### config.mk
export PLATFORM = sky130hd
export DESIGN_NAME = cmp_ctrl
export DESIGN_NICKNAME = d
export VERILOG_FILES = /design/src/sv/cmp_pkg.sv /design/src/sv/cmp_ctrl.sv
export SDC_FILE = /design/constraint.sdc
export NUM_CORES = 1
export LEC_CHECK = 0
export BUFFER_PORTS_ARGS = -buffer_cell sky130_fd_sc_hd__buf_2
export CORE_UTILIZATION = 40
export DETAILED_ROUTE_END_ITERATION = 16
export SLEW_MARGIN = 20
export SYNTH_ARGS = -nofsm -noshare
export SYNTH_HDL_FRONTEND = slang
export SYNTH_SLANG_ARGS = --single-unit
### constraint.sdc
create_clock -name i_clk -period 2.2 [get_ports i_clk]
set_input_delay 0.22 -clock i_clk [delete_from_list [all_inputs] [get_ports i_clk]]
set_output_delay 0.22 -clock i_clk [all_outputs]
set_load 0.02 [all_outputs]
### src/sv/cmp_pkg.sv
// Package with the shared types, constants and table functions of the cross mean predictor.
package cmp_pkg;

    typedef enum logic [1:0] {
        OP_LOAD_DOSAGE = 2'd0,
        OP_LOAD_EFFECT = 2'd1,
        OP_COMPUTE     = 2'd2,
        OP_NONE        = 2'd3
    } t_op;

    typedef enum logic [0:0] {
        REG_PLOIDY  = 1'd0,
        REG_MARKERS = 1'd1
    } t_reg;

    localparam int TAB_W = 20;
    localparam int TAB_N = 3 * 7 * 7;

    typedef logic [TAB_N-1:0][TAB_W-1:0] t_tab;

    // Commands from the controller to the datapath.
    typedef struct packed {
        logic clear;
        logic issue;
        logic last;
    } t_cmd;

    // Status from the datapath to the controller.
    typedef struct packed {
        logic done;
    } t_status;

    function automatic logic [2:0] ploidy_of(input logic [1:0] mode);
        logic [1:0] m;
        m = (mode > 2'd2) ? 2'd2 : mode;
        return {m, 1'b0} + 3'd2;
    endfunction

    // Gamete count for mode m (0..2), parent dosage i, gamete dosage k.
    function automatic int gcount(input int m, input int i, input int k);
        int r;
        r = 0;
        if (m == 0) begin
            if (i == 0 && k == 0) r = 2;
            if (i == 1 && k <= 1) r = 1;
            if (i == 2 && k == 1) r = 2;
        end else if (m == 1) begin
            unique case (i)
                0: r = (k == 0) ? 6 : 0;
                1: r = (k <= 1) ? 3 : 0;
                2: r = (k == 1) ? 4 : ((k == 0 || k == 2) ? 1 : 0);
                3: r = (k == 1 || k == 2) ? 3 : 0;
                4: r = (k == 2) ? 6 : 0;
                default: r = 0;
            endcase
        end else begin
            unique case (i)
                0: r = (k == 0) ? 20 : 0;
                1: r = (k <= 1) ? 10 : 0;
                2: r = (k == 1) ? 12 : ((k == 0 || k == 2) ? 4 : 0);
                3: r = (k == 1 || k == 2) ? 9 : 1;
                4: r = (k == 2) ? 12 : ((k == 1 || k == 3) ? 4 : 0);
                5: r = (k >= 2) ? 10 : 0;
                6: r = (k == 3) ? 20 : 0;
                default: r = 0;
            endcase
        end
        return r;
    endfunction

    // Quotient of a non-negative numerator by a positive denominator, by long division.
    function automatic longint udiv(input longint num, input longint den);
        longint q, r;
        q = 0;
        r = 0;
        for (int b = 62; b >= 0; b--) begin
            r = {r[62:0], num[b]};
            q = {q[62:0], 1'b0};
            if (r >= den) begin
                r = r - den;
                q[0] = 1'b1;
            end
        end
        return q;
    endfunction

    function automatic longint div_rnd(input longint num, input longint den);
        longint r;
        if (num >= 0) r = udiv(num + (den >>> 1), den);
        else r = -udiv(-num + (den >>> 1), den);
        return r;
    endfunction

    // Table entry in signed Q3.16 (20 bits); dom selects the dominance table.
    function automatic logic signed [TAB_W-1:0] tab_entry(input int m, input int i,
                                                         input int j, input bit dom);
        longint p, d, na, nd, w, n, v;
        p = 2 * (m + 1);
        d = (m == 0) ? 2 : ((m == 1) ? 6 : 20);
        na = 0;
        nd = 0;
        if (i <= p && j <= p) begin
            for (int k = 0; k <= 3; k++) begin
                for (int l = 0; l <= 3; l++) begin
                    w = gcount(m, i, k) * gcount(m, j, l);
                    n = k + l;
                    na += w * (2 * n - p);
                    nd += w * 4 * n * (p - n);
                end
            end
        end
        if (dom) v = div_rnd(nd * 65536, d * d * p * p);
        else v = div_rnd(na * 65536, d * d * p);
        return TAB_W'(v);
    endfunction

    // Whole table, entry index mode * 49 + dosage a * 7 + dosage b.
    function automatic t_tab build_tab(input bit dom);
        t_tab t;
        for (int m = 0; m < 3; m++)
            for (int i = 0; i < 7; i++)
                for (int j = 0; j < 7; j++)
                    t[m * 49 + i * 7 + j] = tab_entry(m, i, j, dom);
        return t;
    endfunction

    localparam t_tab ADD_TAB = build_tab(1'b0);
    localparam t_tab DOM_TAB = build_tab(1'b1);

endpackage

### src/sv/cmp_ctrl.sv
// Controller state machine that sequences the marker walk of a compute request.
module cmp_ctrl #(
    parameter int MW = 10
) (
    input  logic                i_clk,
    input  logic                i_rst_n,
    input  logic                i_start,
    input  logic [MW:0]         i_count,
    input  cmp_pkg::t_status    i_status,
    input  logic                i_out_free,
    output cmp_pkg::t_cmd       o_cmd,
    output logic [MW-1:0]       o_marker,
    output logic                o_busy,
    output logic                o_result
);

    typedef enum logic [3:0] {
        S_IDLE = 4'b0001,
        S_RUN  = 4'b0010,
        S_WAIT = 4'b0100,
        S_DONE = 4'b1000
    } t_state;

    t_state      r_state, n_state;
    logic [MW:0] r_cnt, n_cnt;

    always_comb begin
        n_state = r_state;
        n_cnt   = r_cnt;
        o_cmd   = '0;
        unique case (r_state)
            S_IDLE: begin
                if (i_start) begin
                    o_cmd.clear = 1'b1;
                    n_cnt = '0;
                    n_state = (i_count == '0) ? S_WAIT : S_RUN;
                end
            end
            S_RUN: begin
                o_cmd.issue = 1'b1;
                o_cmd.last  = (r_cnt + 1'b1 == i_count);
                n_cnt = r_cnt + 1'b1;
                if (o_cmd.last) n_state = S_WAIT;
            end
            S_WAIT: begin
                if (i_status.done || r_cnt == '0) n_state = S_DONE;
            end
            S_DONE: begin
                if (i_out_free) n_state = S_IDLE;
            end
            default: n_state = S_IDLE;
        endcase
    end

    always_ff @(posedge i_clk) begin
        if (!i_rst_n) begin
            r_state <= S_IDLE;
            r_cnt   <= '0;
        end else begin
            r_state <= n_state;
            r_cnt   <= n_cnt;
        end
    end

    assign o_marker = r_cnt[MW-1:0];
    assign o_busy   = (r_state != S_IDLE);
    assign o_result = (r_state == S_DONE) && i_out_free;

endmodule

==> Word-level counts from Yosys, hierarchy flattened <==
Index checks and enable logic that the tools add are counted.
{ "totals": {"romBits": 0, "inputBits": 16, "memories": 0, "ramBits": 0, "ff_bits": 15, "out_inout_bits": 15, "latch_bits": 0, "elab_cells": 31} }
{ "op_classes": {"div": 0, "bitwise": 0, "n_lt_le_gt_ge": 0, "n_mux": 11, "reduce_logical": 7, "n_shift": 0, "addsub": 1, "n_mul": 0, "eq_ne": 10} }
{ "ops": {"columns": ["operator", "n"], "rows": [
  ["11-bit logical NOT", 2],
  ["11-bit case mux with 2 select lines", 1],
  ["4-bit 2-to-1 mux", 4],
  ["4-bit case mux with 4 select lines", 1],
  ["11-bit by 1-bit adder with 11-bit output, second input constant", 1],
  ["11-bit == test", 1],
  ["11-bit 2-to-1 mux", 1],
  ["2-bit != test, second input constant", 4],
  ["4-bit by 1-bit == test with 1-bit output, second input constant", 1],
  ["4-bit by 2-bit == test with 1-bit output, second input constant", 1],
  ["4-bit by 3-bit == test with 1-bit output, second input constant", 1],
  ["4-bit == test, second input constant", 1],
  ["4-bit by 1-bit != test with 1-bit output, second input constant", 1],
  ["4-bit AND reduction", 1],
  ["3-bit 2-to-1 mux", 1],
  ["1-bit 2-to-1 mux", 2],
  ["2-bit 2-to-1 mux", 1],
  ["2-bit AND reduction", 1],
  ["2-bit nonzero test", 1],
  ["1-bit logical AND", 1],
  ["1-bit logical OR", 1]
]} }

==> Depth between registers and ports, before layout <==
{ "depth": {"ltp_word": 4, "mapped_depth": 7, "mapped_depth_nobuf": 7} }

==> Worst setup path before layout <==
Ideal clock, no wire load.
{ "synth_path": {"path_kind": "register to output", "start": "register r_cnt[0]", "end": "output port o_cmd[0] in the netlist's numbering", "n_path_buf": 0, "required_time_ns": 1.980, "stages_incl_launch_ff": 8, "arrival_time_ns": 1.920, "setup_slack_ns": 0.060, "path_cell_list": "dfxtp_1 ha_1 and3_1 nand3_1 xnor2_1 or3_1 nor4_1 and3_1"} }
{ "synth_rtl": {"columns": ["element", "line_no", "rtl"], "rows": [
  ["start, declared", "cmp_ctrl.sv:25", "logic [MW:0] r_cnt, n_cnt;"],
  ["start signal, assigned", "cmp_ctrl.sv:61", "r_cnt <= n_cnt;"],
  ["end, declared", "cmp_ctrl.sv:11", "output cmp_pkg::t_cmd o_cmd,"]
]} }

==> flow_metrics.env <==
export IMPL_relSlewSlack_pct=62.18
export IMPL_ys_types=42
export IMPL_initial_core_util_pct=43.03
export IMPL_rsz0062_at_grt="yes"
export IMPL_drt_vias_per_instance=5.657
export IMPL_syn_to_final_growth_pct=31.35
export IMPL_htree_levels=1
export IMPL_synth_largest_area_cell="dfxtp_1"
export IMPL_wire_per_inst_um=15.37
export IMPL_cp_end_kind="output port"
export IMPL_die_area_um2=3268
export IMPL_finalCritPeriodShare_pct=111.5
export IMPL_cp_cell_sequence="buf_6 -> ha_4 -> and3_4 -> nand3_4 -> xnor2_2 -> or3_1 -> nor4_1 -> and3_1 -> buf_6"
export IMPL_gp_congestion=0.8798
export IMPL_wirelength_um=3534
export IMPL_synth_top_area_share_pct=24.67
export IMPL_die_h_um=57.17
export IMPL_drtPass1Iterations=10
export IMPL_place_area_um2=1390
export IMPL_failed_checks="DRC, setup timing"
export IMPL_fp_coreArea_um2=2829
export IMPL_antenna_left=0
export IMPL_fin_ws_ns=-0.2526
export IMPL_antenna_cells=0
export IMPL_ys_seq_area_share_pct=24.67
export IMPL_synth_most_common_cell="dfxtp_1"
export IMPL_path_clk_slew_ns=0.10
export IMPL_portBuffers=30
export IMPL_crit_path_max_incr_delay_ns=0.38
export IMPL_grt_overflow_total=0
export IMPL_first_global_vias=1270
export IMPL_p_leak_nw=0.7280
export IMPL_clock_latency_ns=0.29
export IMPL_syn_area_per_cell_um2=7.705
export IMPL_nNetsFinal=218
export IMPL_synth_edf_count=0
export IMPL_netlist_area_um2=1217
export IMPL_drv_cap=0
export IMPL_synth_fp_nets=176
export IMPL_cp_top_family="simple AND/OR/NAND/NOR gates"
export IMPL_slew_violations=0
export IMPL_setup_viol=3
export IMPL_ios=31
export IMPL_cts_sinks=15
export IMPL_async_flop_share_pct=0
export IMPL_cp_max_fo=3
export IMPL_cts_path_max_buffers=2
export IMPL_start_kind="flip-flop"
export IMPL_drtIter0Drc=68
export IMPL_ir_worst_vdd_mv=0.3220
export IMPL_cts_buffers_inserted=3
export IMPL_cts_root_buf="clkbuf_4"
export IMPL_p_per_area_nw_per_um2=546.4
export IMPL_cp_slowest_cell="dfxtp_4"
export IMPL_drive_above_1_share_pct=38.69
export IMPL_worst_path_most_repeated_cell="buf_6"
export IMPL_critPathRequiredTime_ns=1.98
export IMPL_grt_max_degree=16
export IMPL_worst_path_buf_inv=2
export IMPL_synth_ff_type="dfxtp_1"
export IMPL_critPathArrivalTime_ns=2.23
export IMPL_min_path_type="in2reg"
export IMPL_die_width_um=57.17
export IMPL_dpl_hpwl_um=2484
export IMPL_cts_tree="done"
export IMPL_finalHoldViolCount=0
export IMPL_max_freq_ghz=0.4077
export IMPL_tightest_slew_ns=0.5594
export IMPL_vias=1301
export IMPL_ys_warnings_count=0
export IMPL_synth_commonest_cells="dfxtp_1, buf_4, nor3_1, a21oi_1"
export IMPL_syn_inst=158
export IMPL_holdWs_ns=0.2348
export IMPL_ys_ff_latch=15
export IMPL_status="complete, but fails checks"
export IMPL_fp_row_count=19
export IMPL_synth_area_leaders="dfxtp_1, buf_4, xor2_1"
export IMPL_fin_skew_ns=0.006380
export IMPL_period_needed_ns=2.453
export IMPL_critical_path_class="reg2out"
export IMPL_antenna_found_initial=0
export IMPL_final_cell_area_um2=1599
export IMPL_track_usage_pct=23.42
export IMPL_grt_pass1_wl_um=5823
export IMPL_drc_errors=5
[metrics by stage]
| stage | instances | utilization (%) | worst slack (ns) | total power, mW | setup TNS [ns] |
|---|---|---|---|---|---|
| floorplan | 158 | - | 0.05952 | 0.5526 | 0 |
| global placement | 215 | 49.14 | 0.06134 | 0.6575 | 0 |
| detailed placement | 215 | 49.14 | 0.004775 | 0.6679 | 0 |
| CTS | 229 | 55.02 | -0.1424 | 0.8586 | -0.4071 |
| global route | 230 | 56.52 | -0.3107 | 0.9203 | -0.8315 |
| finish | 230 | 56.52 | -0.2526 | 0.8737 | -0.5978 |
[final timing paths]
path / startpoint / to / slack, ns / cells after the start
max reg2reg: r_cnt[1] / r_state[2] / -0.20 / 13
min: i_rst_n / r_state[0] / 0.23 / 2
min reg2reg: r_cnt[1] / r_cnt[1] / 0.54 / 2
max: r_cnt[0] / o_cmd[0] / -0.25 / 9
[final cells by class]
type                    instances  area [um^2]
repair buffers                 54        340.3
well taps                      31        38.79
flip-flops and latches         15        311.5
inverters                       6        22.52
clock buffers                   4        26.28
multi-input cells             120        859.6
fillers                       261         1230
[cells in the final DEF (no fill, tap or decap), types with 4 or more instances in the layout]
| cell | n |
|---|---|
| a21oi_1 | 9 |
| nor2b_1 | 6 |
| xor2_1 | 8 |
| nor3_1 | 9 |
| nand2_1 | 7 |
| inv_1 | 4 |
| nor4_1 | 5 |
| nand3_1 | 5 |
| xnor2_1 | 6 |
| buf_4 | 23 |
| a21o_1 | 5 |
| buf_2 | 29 |
| dfxtp_1 | 10 |
| o21ai_0 | 8 |
| nor2_1 | 8 |
[per-layer routing]
metal / up-vias / track usage [%] / part of all wire, %
met4: 0 / 9.408 / 1.4
met5: - / 0 / 0
met2: 51 / 38.66 / 48
met3: 6 / 2.041 / 4.7
met1: 603 / 31.61 / 46
li1: 641 / - / -
[report_power, final]
group	total, mW	internal (mW)	switching, mW
logic	0.393	0.167	0.226
clock network	0.169	0.0705	0.0980
registers	0.312	0.291	0.0215
[sequential cells by signal, indices dropped and copies added, names as in the netlist]
signal,cells
r_cnt,11
r_state,4
[logic make-up after synthesis]
kind of cell,synth area share [%]
buf+inv,11.20
flops,24.67
simple gates,31.66
fa+ha+maj,2.055
compound gates,17.47
mux,0.8222
xor+xnor,12.13
[what timing repair did]
item                       4_1_cts  5_1_grt
pin swaps                        6       10
gates cloned                     0        0
hold buffers                     0        0
resized for setup               17        7
buffers inserted                10        1
hold endpoints to repair         0        0
setup endpoints to repair        1        3
(Power assumes the default switching activity.)
